File: src/hw/rtl/u8v_pkg.sv
// Shared types and constants for the UTF-8 validator with line locator.
package u8v_pkg;

  localparam int unsigned LINE_W         = 21;
  localparam int unsigned MAX_TEXT_BYTES = 1048576;
  localparam int unsigned LINE_MAX       = (1 << LINE_W) - 1;
  localparam int unsigned LINE_CAP_INT   =
    (MAX_TEXT_BYTES + 1 < LINE_MAX) ? MAX_TEXT_BYTES + 1 : LINE_MAX;
  localparam logic [LINE_W-1:0] LINE_CAP   = LINE_W'(LINE_CAP_INT);
  localparam logic [LINE_W-1:0] LINE_FIRST = LINE_W'(1);

  // Byte codes that steer the decoder.
  localparam logic [7:0] BYTE_LF        = 8'h0A;
  localparam logic [7:0] BYTE_ASCII_MAX = 8'h7F;
  localparam logic [7:0] CONT_LO        = 8'h80;
  localparam logic [7:0] CONT_HI        = 8'hBF;
  localparam logic [7:0] LEAD2_LO       = 8'hC2;
  localparam logic [7:0] LEAD2_HI       = 8'hDF;
  localparam logic [7:0] LEAD3_LO       = 8'hE0;
  localparam logic [7:0] LEAD3_HI       = 8'hEF;
  localparam logic [7:0] LEAD4_LO       = 8'hF0;
  localparam logic [7:0] LEAD4_HI       = 8'hF4;
  localparam logic [7:0] LEAD_E0        = 8'hE0;
  localparam logic [7:0] LEAD_ED        = 8'hED;
  localparam logic [7:0] LEAD_F0        = 8'hF0;
  localparam logic [7:0] LEAD_F4        = 8'hF4;
  localparam logic [7:0] E0_SECOND_MIN  = 8'hA0;
  localparam logic [7:0] ED_SECOND_MAX  = 8'h9F;
  localparam logic [7:0] F0_SECOND_MIN  = 8'h90;
  localparam logic [7:0] F4_SECOND_MAX  = 8'h8F;

  localparam logic [1:0] PEND_NONE  = 2'd0;
  localparam logic [1:0] PEND_ONE   = 2'd1;
  localparam logic [1:0] PEND_TWO   = 2'd2;
  localparam logic [1:0] PEND_THREE = 2'd3;

  typedef struct packed {
    logic [7:0] text_byte;
    logic       is_last;
  } in_word_t;

  typedef struct packed {
    logic              text_ok;
    logic [LINE_W-1:0] bad_line;
  } out_word_t;

  // Result handed from the checker to the output register.
  typedef struct packed {
    logic      valid;
    out_word_t word;
  } res_t;

  // Handoff from the input register to the checker.
  typedef struct packed {
    logic     step;
    in_word_t word;
  } stage_t;

endpackage

File: src/hw/rtl/utf8_validator_line_locator.sv
// Top level of the strict UTF-8 validator with line locator.
// A byte word is captured in the input register and checked; if it is the last
//   byte, its result is registered in the output register, which raises out_valid.
// Throughput: one byte word per cycle; the only wait is a last byte whose
//   result would land on a still-stalled output register.
// Reset (rst_n low, synchronous): registers empty, line at 1, no open sequence or error.
module utf8_validator_line_locator (
  input  logic               clk,
  input  logic               rst_n,
  input  logic               in_valid,
  output logic               in_stall,
  input  u8v_pkg::in_word_t  in_word,
  output logic               out_valid,
  input  logic               out_stall,
  output u8v_pkg::out_word_t out_word
);

  // Handoff from the input register into the checker.
  u8v_pkg::stage_t stage;
  // Result of a last byte, loaded into the output register.
  u8v_pkg::res_t   res;
  // Output register can take a result this cycle.
  logic            out_free;

  // Stage 1: capture the incoming word; hold a last byte while the output is full.
  u8v_in_reg u_in_reg (
    .clk      (clk),
    .rst_n    (rst_n),
    .in_valid (in_valid),
    .in_stall (in_stall),
    .in_word  (in_word),
    .out_free (out_free),
    .stage    (stage)
  );

  // Check the byte against the open sequence, advance the line counter,
  // and latch the first error with its line.
  u8v_checker u_checker (
    .clk   (clk),
    .rst_n (rst_n),
    .stage (stage),
    .res   (res)
  );

  // Stage 2: hold the result until the receiver drops out_stall.
  u8v_out_reg u_out_reg (
    .clk       (clk),
    .rst_n     (rst_n),
    .res       (res),
    .out_free  (out_free),
    .out_valid (out_valid),
    .out_stall (out_stall),
    .out_word  (out_word)
  );

endmodule

File: src/hw/rtl/u8v_in_reg.sv
// Input register: holds one byte word and releases it; a last byte only when the result side has room.
module u8v_in_reg (
  input  logic              clk,
  input  logic              rst_n,
  input  logic              in_valid,
  output logic              in_stall,
  input  u8v_pkg::in_word_t in_word,
  input  logic              out_free,
  output u8v_pkg::stage_t   stage
);

  logic              valid_r;
  logic              valid_nxt;
  u8v_pkg::in_word_t word_r;
  logic              advance;
  logic              accept;

  // A non-last word never produces a result, so it always moves on.
  assign advance   = valid_r && (!word_r.is_last || out_free);
  assign in_stall  = valid_r && !advance;
  assign accept    = in_valid && !in_stall;

  always_comb begin
    if (accept) begin
      valid_nxt = 1'b1;
    end else if (advance) begin
      valid_nxt = 1'b0;
    end else begin
      valid_nxt = valid_r;
    end
  end

  always_ff @(posedge clk) begin
    if (!rst_n) begin
      valid_r <= 1'b0;
    end else begin
      valid_r <= valid_nxt;
    end
  end

  always_ff @(posedge clk) begin
    if (accept) begin
      word_r <= in_word;
    end
  end

  assign stage.step = advance;
  assign stage.word = word_r;

endmodule

File: src/hw/rtl/u8v_checker.sv
// Decoder state and per-byte validation step; produces the end-of-text result.
module u8v_checker (
  input  logic            clk,
  input  logic            rst_n,
  input  u8v_pkg::stage_t stage,
  output u8v_pkg::res_t   res
);

  logic [u8v_pkg::LINE_W-1:0] line_count_r,    line_count_nxt;
  logic [1:0]                 bytes_pending_r, bytes_pending_nxt;
  logic [7:0]                 lead_value_r,    lead_value_nxt;
  logic                       expect_second_r, expect_second_nxt;
  logic                       error_seen_r,    error_seen_nxt;

  logic [u8v_pkg::LINE_W-1:0] line_upd;
  logic [1:0]                 pend_upd;
  logic [7:0]                 lead_upd;
  logic                       exp_upd;
  logic                       err_upd;
  logic                       fin_err;
  logic [7:0]                 b;
  logic                       is_cont;
  logic                       second_ok;

  assign b       = stage.word.text_byte;
  assign is_cont = (b >= u8v_pkg::CONT_LO) && (b <= u8v_pkg::CONT_HI);

  always_comb begin
    second_ok = 1'b1;
    if (lead_value_r == u8v_pkg::LEAD_E0 && b < u8v_pkg::E0_SECOND_MIN) second_ok = 1'b0;
    if (lead_value_r == u8v_pkg::LEAD_ED && b > u8v_pkg::ED_SECOND_MAX) second_ok = 1'b0;
    if (lead_value_r == u8v_pkg::LEAD_F0 && b < u8v_pkg::F0_SECOND_MIN) second_ok = 1'b0;
    if (lead_value_r == u8v_pkg::LEAD_F4 && b > u8v_pkg::F4_SECOND_MAX) second_ok = 1'b0;
  end

  // Byte update: drop everything once an error is latched.
  always_comb begin
    line_upd = line_count_r;
    pend_upd = bytes_pending_r;
    lead_upd = lead_value_r;
    exp_upd  = expect_second_r;
    err_upd  = error_seen_r;
    if (!error_seen_r) begin
      if (bytes_pending_r != u8v_pkg::PEND_NONE) begin
        if (!is_cont || (expect_second_r && !second_ok)) begin
          err_upd = 1'b1;
        end else begin
          pend_upd = bytes_pending_r - 2'd1;
          exp_upd  = 1'b0;
        end
      end else begin
        priority if (b <= u8v_pkg::BYTE_ASCII_MAX) begin
          if (b == u8v_pkg::BYTE_LF && line_count_r < u8v_pkg::LINE_CAP) begin
            line_upd = line_count_r + u8v_pkg::LINE_W'(1);
          end
        end else if (b >= u8v_pkg::LEAD2_LO && b <= u8v_pkg::LEAD2_HI) begin
          pend_upd = u8v_pkg::PEND_ONE;
          lead_upd = b;
          exp_upd  = 1'b1;
        end else if (b >= u8v_pkg::LEAD3_LO && b <= u8v_pkg::LEAD3_HI) begin
          pend_upd = u8v_pkg::PEND_TWO;
          lead_upd = b;
          exp_upd  = 1'b1;
        end else if (b >= u8v_pkg::LEAD4_LO && b <= u8v_pkg::LEAD4_HI) begin
          pend_upd = u8v_pkg::PEND_THREE;
          lead_upd = b;
          exp_upd  = 1'b1;
        end else begin
          err_upd = 1'b1;
        end
      end
    end
  end

  // Close the text on the last byte: an open sequence is an error.
  assign fin_err = err_upd || (pend_upd != u8v_pkg::PEND_NONE);

  always_comb begin
    res.valid         = stage.step && stage.word.is_last;
    res.word.text_ok  = !fin_err;
    res.word.bad_line = fin_err ? line_upd : '0;

    line_count_nxt    = line_count_r;
    bytes_pending_nxt = bytes_pending_r;
    lead_value_nxt    = lead_value_r;
    expect_second_nxt = expect_second_r;
    error_seen_nxt    = error_seen_r;
    if (stage.step) begin
      if (stage.word.is_last) begin
        line_count_nxt    = u8v_pkg::LINE_FIRST;
        bytes_pending_nxt = u8v_pkg::PEND_NONE;
        lead_value_nxt    = '0;
        expect_second_nxt = 1'b0;
        error_seen_nxt    = 1'b0;
      end else begin
        line_count_nxt    = line_upd;
        bytes_pending_nxt = pend_upd;
        lead_value_nxt    = lead_upd;
        expect_second_nxt = exp_upd;
        error_seen_nxt    = err_upd;
      end
    end
  end

  always_ff @(posedge clk) begin
    if (!rst_n) begin
      line_count_r    <= u8v_pkg::LINE_FIRST;
      bytes_pending_r <= u8v_pkg::PEND_NONE;
      lead_value_r    <= '0;
      expect_second_r <= 1'b0;
      error_seen_r    <= 1'b0;
    end else begin
      line_count_r    <= line_count_nxt;
      bytes_pending_r <= bytes_pending_nxt;
      lead_value_r    <= lead_value_nxt;
      expect_second_r <= expect_second_nxt;
      error_seen_r    <= error_seen_nxt;
    end
  end

  a_line_range: assert property (@(posedge clk) disable iff (!rst_n)
    (line_count_r >= u8v_pkg::LINE_FIRST) && (line_count_r <= u8v_pkg::LINE_CAP))
    else $error("line counter out of range");

  a_second_needs_pending: assert property (@(posedge clk) disable iff (!rst_n)
    expect_second_r |-> (bytes_pending_r != u8v_pkg::PEND_NONE))
    else $error("second-byte check armed with no open sequence");

  a_error_sticks: assert property (@(posedge clk) disable iff (!rst_n)
    (error_seen_r && !(stage.step && stage.word.is_last)) |=>
      (error_seen_r && $stable(line_count_r)))
    else $error("latched error or its line changed before end of text");

  a_clear_after_last: assert property (@(posedge clk) disable iff (!rst_n)
    (stage.step && stage.word.is_last) |=>
      (line_count_r == u8v_pkg::LINE_FIRST && bytes_pending_r == u8v_pkg::PEND_NONE
       && !error_seen_r))
    else $error("state not cleared after last byte");

endmodule

File: src/hw/rtl/u8v_out_reg.sv
// Result register: holds one result word until the receiver takes it.
module u8v_out_reg (
  input  logic               clk,
  input  logic               rst_n,
  input  u8v_pkg::res_t      res,
  output logic               out_free,
  output logic               out_valid,
  input  logic               out_stall,
  output u8v_pkg::out_word_t out_word
);

  logic               valid_r;
  logic               valid_nxt;
  u8v_pkg::out_word_t word_r;

  assign out_free = !valid_r || !out_stall;

  always_comb begin
    if (res.valid) begin
      valid_nxt = 1'b1;
    end else if (!out_stall) begin
      valid_nxt = 1'b0;
    end else begin
      valid_nxt = valid_r;
    end
  end

  always_ff @(posedge clk) begin
    if (!rst_n) begin
      valid_r <= 1'b0;
    end else begin
      valid_r <= valid_nxt;
    end
  end

  always_ff @(posedge clk) begin
    if (res.valid) begin
      word_r <= res.word;
    end
  end

  assign out_valid = valid_r;
  assign out_word  = word_r;

  a_no_overwrite: assert property (@(posedge clk) disable iff (!rst_n)
    res.valid |-> out_free)
    else $error("result arrived while output register was full");

endmodule
File: config.mk
export PLATFORM = sky130hd
export DESIGN_NAME = utf8_validator_line_locator
export DESIGN_NICKNAME = d
export VERILOG_FILES = /design/src/hw/rtl/u8v_pkg.sv /design/src/hw/rtl/utf8_validator_line_locator.sv /design/src/hw/rtl/u8v_in_reg.sv /design/src/hw/rtl/u8v_checker.sv /design/src/hw/rtl/u8v_out_reg.sv
export SDC_FILE = /design/constraint.sdc
export NUM_CORES = 1
export LEC_CHECK = 0
export BUFFER_PORTS_ARGS = -buffer_cell sky130_fd_sc_hd__buf_2
export CAP_MARGIN = 20
export CORE_MARGIN = 2
export CORE_UTILIZATION = 58
export DETAILED_ROUTE_END_ITERATION = 8
export PLACE_DENSITY_LB_ADDON = 0.25
export RECOVER_POWER = 50
export SLEW_MARGIN = 20
export SYNTH_ARGS = -nofsm -noshare
export SYNTH_HDL_FRONTEND = slang
export SYNTH_SLANG_ARGS = --single-unit
File: constraint.sdc
create_clock -name clk -period 2.75 [get_ports clk]
set_clock_uncertainty 0.1 [all_clocks]
set_input_delay 0.4125 -clock clk [delete_from_list [all_inputs] [get_ports clk]]
set_output_delay 0.4125 -clock clk [all_outputs]
set_load 0.02 [all_outputs]
Yosys cells after proc, flatten, opt, wreduce, memory -nomap -nowiden
Index checks and enable logic that the tools add are counted.

Register bits: 66. Bits of input ports: 13. Logic and storage cells: 115.

$add $sub $neg: 2. Magnitude comparators: 14. Eq/ne operators: 11. Mux-type cells: 44. Reductions and logical operators: 33.

Operators by type and width (count): two-way mux 21 bit (5); two-way mux 8 bit (7); == test 8 bit, second input constant (4); greater-or-equal comparator 8 bit, second input constant (4); <= comparator 8 bit, second input constant (4); two-way mux 1 bit (24); adder 21 x 1 -> 21 bit, second input constant (1); less-than comparator 21 bit, second input constant (1); > comparator 8 bit, second input constant (2); less-than comparator 8 bit, second input constant (2); two-way mux 2 bit (8); logical AND 1 bit (14); AND reduction 5 bit (2); == test 8 x 4 -> 1 bit, second input constant (1); <= comparator 8 x 7 -> 1 bit, second input constant (1); zero test 1 bit (8); != test 2 bit, second input constant (3); nonzero test 2 bit (3); nonzero test 5 bit (1); logical OR 1 bit (4); nonzero test 4 bit (1); != test 3 x 2 -> 1 bit, second input constant (1); != test 3 bit, second input constant (1); != test 2 x 1 -> 1 bit, second input constant (1); subtractor 2 x 1 -> 2 bit, second input constant (1).

Logic depth before layout (Yosys ltp)
Word-level depth: 15. Mapped depth: 10. Depth with buffers taken out: 8.

Modules after synthesis
From an unflattened synthesis, not the netlist that was laid out.

Cell total of the unflattened synthesis: 361. Area, all modules: 3385.7 um^2.

By module, submodules not included: u8v_checker (times used 1, cells an instance 319, area an instance 2358.5 um^2, seq. area each 660.6 um^2); u8v_out_reg (times used 1, cells an instance 26, area an instance 695.7 um^2, seq. area each 680.7 um^2); u8v_in_reg (times used 1, cells an instance 16, area an instance 331.6 um^2, seq. area each 290.3 um^2).

Least setup slack after synthesis
Ideal clock, no wire load.

Path kind: reg2reg. From: register u_checker.bytes_pending_r[0]. To: register u_out_reg.word_r (netlist bit u_out_reg.out_word[19]) (data pin). Arrival: 2100 ps. Path slack: 391 ps. Stages on the path, launching flop included: 9. Clock period less this slack: 2359 ps. Path through: dfxtp_1 -> inv_1 -> ha_1 -> and2b_1 -> nand3_1 -> nor4b_1 -> nand4_1 -> or3_1 -> a22oi_1.

Cells in the longest elaborated chain, start to end: 8. Elaborated cells on any way between the ends: 15. Those cells by class: add/sub: 1; mux: 11; reduce/logical: 3.

Ends and longest elaborated chain: from (decl) (line u8v_checker.sv:10) `logic [1:0] bytes_pending_r, bytes_pending_nxt;`; from (signal assigned) (line u8v_checker.sv:108) `bytes_pending_r <= u8v_pkg::PEND_NONE;`; from (signal assigned) (line u8v_checker.sv:114) `bytes_pending_r <= bytes_pending_nxt;`; two-way mux 2 bit (line u8v_checker.sv:64) `end else if (b >= u8v_pkg::LEAD4_LO && b <= u8v_pkg::LEAD4_HI) begin`; two-way mux 2 bit (line u8v_checker.sv:60) `end else if (b >= u8v_pkg::LEAD3_LO && b <= u8v_pkg::LEAD3_HI) begin`; two-way mux 2 bit (line u8v_checker.sv:56) `end else if (b >= u8v_pkg::LEAD2_LO && b <= u8v_pkg::LEAD2_HI) begin`; two-way mux 2 bit (line u8v_checker.sv:52) `priority if (b <= u8v_pkg::BYTE_ASCII_MAX) begin`; two-way mux 2 bit (line u8v_checker.sv:44) `if (bytes_pending_r != u8v_pkg::PEND_NONE) begin`; two-way mux 2 bit (line u8v_checker.sv:43) `if (!error_seen_r) begin`; nonzero test 2 bit (line u8v_checker.sv:76) `assign fin_err = err_upd || (pend_upd != u8v_pkg::PEND_NONE);`; logical OR 1 bit (line u8v_checker.sv:76); to (signal assigned) (line u8v_out_reg.sv:38) `word_r <= res.word;`; to (decl) (line u8v_out_reg.sv:14) `u8v_pkg::out_word_t word_r;`.

Parallel ways exist; a longest one is shown, timed or not. A chain may end at the register's enable or synchronous reset.

Final worst setup path
From: register u_checker.line_count_r[6] in the netlist's numbering. To: register u_out_reg.word_r (netlist bit u_out_reg.out_word[1]) (data pin).

Cells in the longest elaborated chain, start to end: 6.

Ends and longest elaborated chain: from (decl) (line u8v_checker.sv:9) `logic [u8v_pkg::LINE_W-1:0] line_count_r, line_count_nxt;`; from (signal assigned) (line u8v_checker.sv:107) `line_count_r <= u8v_pkg::LINE_FIRST;`; from (signal assigned) (line u8v_checker.sv:113) `line_count_r <= line_count_nxt;`; less-than comparator 21 bit (line u8v_checker.sv:53) `if (b == u8v_pkg::BYTE_LF && line_count_r < u8v_pkg::LINE_CAP) begin`; logical AND 1 bit (line u8v_checker.sv:53); two-way mux 21 bit (line u8v_checker.sv:53); two-way mux 21 bit (line u8v_checker.sv:52); two-way mux 21 bit (line u8v_checker.sv:44); two-way mux 21 bit (line u8v_checker.sv:43).

Every way passes these cells.

==> results.toml <==
[run_status]
outcome = "finished, final reports clean"

[logic_synthesis]
synth_warnings = 0
async_reset_ff_frac = 0
synth_edf_count = 31
synth-simple-area-share = 0.215
synth_fa_ha_area_frac = 0.00730
synth_ff_type = "dfxtp_1"
synth-xor-area-share = 0.0383
synth_area_um2 = 3430
synth-seq-cells = 66
synth-compound-area-share = 0.211
synth_nets = 386
synthMuxAreaShare = 0.00292
synth_top_family_by_area = "simple AND/OR/NAND/NOR gates"
avgSynthCellArea_um2 = 9.24
ys_seq_area_frac = 0.476
syn_inst = 371
ys_types = 61

[setup_path]
r2r_start = "u_checker.line_count_r[6]$_SDFFE_PN0P_"
crit_path_end = "u_out_reg.out_word[1]$_SDFFCE_PN0P_"
start_kind = "flip-flop"
cp_num_cells = 6
cp.arrival_ns = 2.65
reg2reg_setup_slack_ns = 0.09
slowest_stage = "nor4_1"
critPathLaunch = "u_checker.line_count_r[6]$_SDFFE_PN0P_"
crit_path_max_fanout = 11
rr_worst_depth = 6
cp_num_buf_inv = 0
criticalPathCategory = "reg2reg"
cp_top_family = "simple AND/OR/NAND/NOR gates"
max_stage_delay_ns = 0.49
cp_cell_sequence = "nor4_1 -> nand3_1 -> o21ai_4 -> and2_1 -> mux2i_1 -> a21oi_1"
timing.rr.end = "u_out_reg.out_word[1]$_SDFFCE_PN0P_"
crit_path_end_kind = "flip-flop"
crit_required_ns = 2.74

[route]
route.detailed.drc = 0
ant_nets = 0
drtIter0Drc = 384
firstDrtPassIters = 5
wl_per_cell_um = 18.2
totalWireLength_um = 8960
drt-vias-per-instance = 6.60
vias = 3249

[sta]
fin_tns_setup_ns = 0
final-setup-viol-count = 0
worstMarginPinSlew_ns = 0.736
final-max-slew-violation-count = 0
hold_viol = 0
max_freq_ghz = 0.376
layout_setup_ws_ns = 0.0888
slew_headroom = 0.508
min_period_ns = 2.66
whs_ns = 0.128
post-route-period-util = 0.968

[grt]
first_global_vias = 2822
globalRouteTotalUtil = 0.289
grt_first_pass_wirelength_um = 14200
grt_max_degree = 26
overflow = 0
grt_antenna_before_repair = 0

[die]
ioPinCount = 37
chipHeight_um = 80.9
start_util = 0.611
coreArea_um2 = 5610
dieArea_um2 = 6540
die_x_um = 80.9
rows = 27

[place]
place_ws_ns = 0.177
place_area_um2 = 3760
portBuffers = 36
hpwl_um = 6320
gp_congestion = 0.921
dp.cells = 475

[pwr]
vdd_drop_max_uv = 417
leakage_uw = 0.00136
powerDensity_nw_per_um2 = 513

[clock_network]
cts-buffers-inserted = 9
worstSkewPairLatency_ns = 0.36
cts_tree = "built"
htreeDepth = 3
clock-sinks = 66
root_buffer = "clkbuf_8"
clk_pin_slew_ns = 0.08
clock_path_buffers = 2

[run]
maxCapViolCount = 0

[cells_and_area]
final_cells = 492
drive_gt1_frac = 0.138
area_delta_synth_final_pct = 14.9
antenna_cells = 0
multi_input_area_um2 = 1640
fillers = 469
final_net_count = 430
regArea_um2 = 1630
design_area_um2 = 3940

[worst_hold_path]
min_path_type = "in2reg"
## final cells by class
class / count / share of cell area
multi-input cells: 268 / 0.416
flip-flops and latches: 66 / 0.414
repair buffers: 58 / 0.0858
clock buffers: 10 / 0.0324
well taps: 72 / 0.0229
clock inverters: 6 / 0.0168
inverters: 12 / 0.0114
## what timing repair did
action,CTS,global route
buffers inserted,0,1
endpoints found under the setup margin,0,3
resized for setup,0,2
hold buffers,0,0
## layout by cell type (no fill, tap or decap), types with 7 or more instances in the layout
master and instances:
xnor2_1 7, buf_4 19, nand4_1 8, nor4_1 8
dfxtp_1 35, xor2_1 8, a22oi_1 10, nor2_1 26
o21ai_0 14, nand2_1 28, buf_2 12, or3_1 7
nor3_1 9, nand3_1 23, clkbuf_8 9, edfxtp_1 31
inv_1 11, a21oi_1 28, a31oi_1 26, clkbuf_1 25
## flip-flops by register name (all words and copies together) (netlist names), 2 cells and up
signal / count
u_in_reg.stage: 9
u_out_reg.out_word: 22
u_checker.bytes_pending_r: 2
u_checker.line_count_r: 21
u_checker.lead_value_r: 8
## kinds of logic after synthesis
| kind of cell | Yosys count |
|---|---|
| XOR/XNOR | 15 |
| buffers and inverters | 37 |
| multiplexers | 1 |
| AO/OA/AOI/OAI | 110 |
| AND/OR/NAND/NOR | 140 |
| adder cells (fa/ha/maj) | 2 |
| flip-flops | 66 |
## metal layers
layer,wire [um],vias to the layer above,GRT usage
li1,-,1501,-
met1,3920,1496,0.432
met2,3860,233,0.409
met3,1050,19,0.0633
met4,121,0,0.110
met5,0,-,0
## worst min path at each step
stage / startpoint / to / slack [ns] / cells after the start
floorplan: u_checker.lead_value_r[6]$_SDFFE_PN0P_ / u_checker.lead_value_r[6]$_SDFFE_PN0P_ / 0.35 / 2
global placement: u_out_reg.out_valid$_SDFFE_PN0P_ / u_out_reg.out_valid$_SDFFE_PN0P_ / 0.36 / 2
detailed placement: u_out_reg.out_valid$_SDFFE_PN0P_ / u_out_reg.out_valid$_SDFFE_PN0P_ / 0.37 / 2
CTS: in_word[3] / u_in_reg.stage[3]$_DFFE_PP_ / 0.13 / 1
global route: in_word[0] / u_in_reg.stage[0]$_DFFE_PP_ / 0.12 / 1
finish: in_word[5] / u_in_reg.stage[5]$_DFFE_PP_ / 0.13 / 1
## cell usage after synthesis (7+ instances only)
cell	number	area, um2
dfxtp_1	35	701
edfxtp_1	31	931
a21oi_1	28	140
nand2_1	28	105
a31oi_1	26	163
nor2_1	26	97.6
nand3_1	23	115
clkbuf_1	14	52.6
o21ai_0	14	70.1
inv_1	11	41.3
a22oi_1	10	75.1
nor3_1	9	45.0
buf_2	8	40.0
nand4_1	8	50.1
nor4_1	8	50.1
xor2_1	8	70.1
or3_1	7	43.8
xnor2_1	7	61.3
## where the power goes
| part | leakage (uW) | internal, uW | switching [uW] | total, uW |
|---|---|---|---|---|
| Sequential | 0.000602 | 1040 | 19.6 | 1060 |
| Clock | 0.0000905 | 420 | 404 | 824 |
| Combinational | 0.000672 | 48.7 | 85.3 | 134 |
| Total | 0.00136 | 1510 | 509 | 2020 |
## metrics by stage
step | utilization | power, uW
CTS | 0.705 | 2020
global placement | 0.670 | 1210
floorplan | - | 1160
global route | 0.702 | 2070
detailed placement | 0.670 | 1220
finish | 0.702 | 2020
Note: power is estimated with default switching activity, not from simulation.
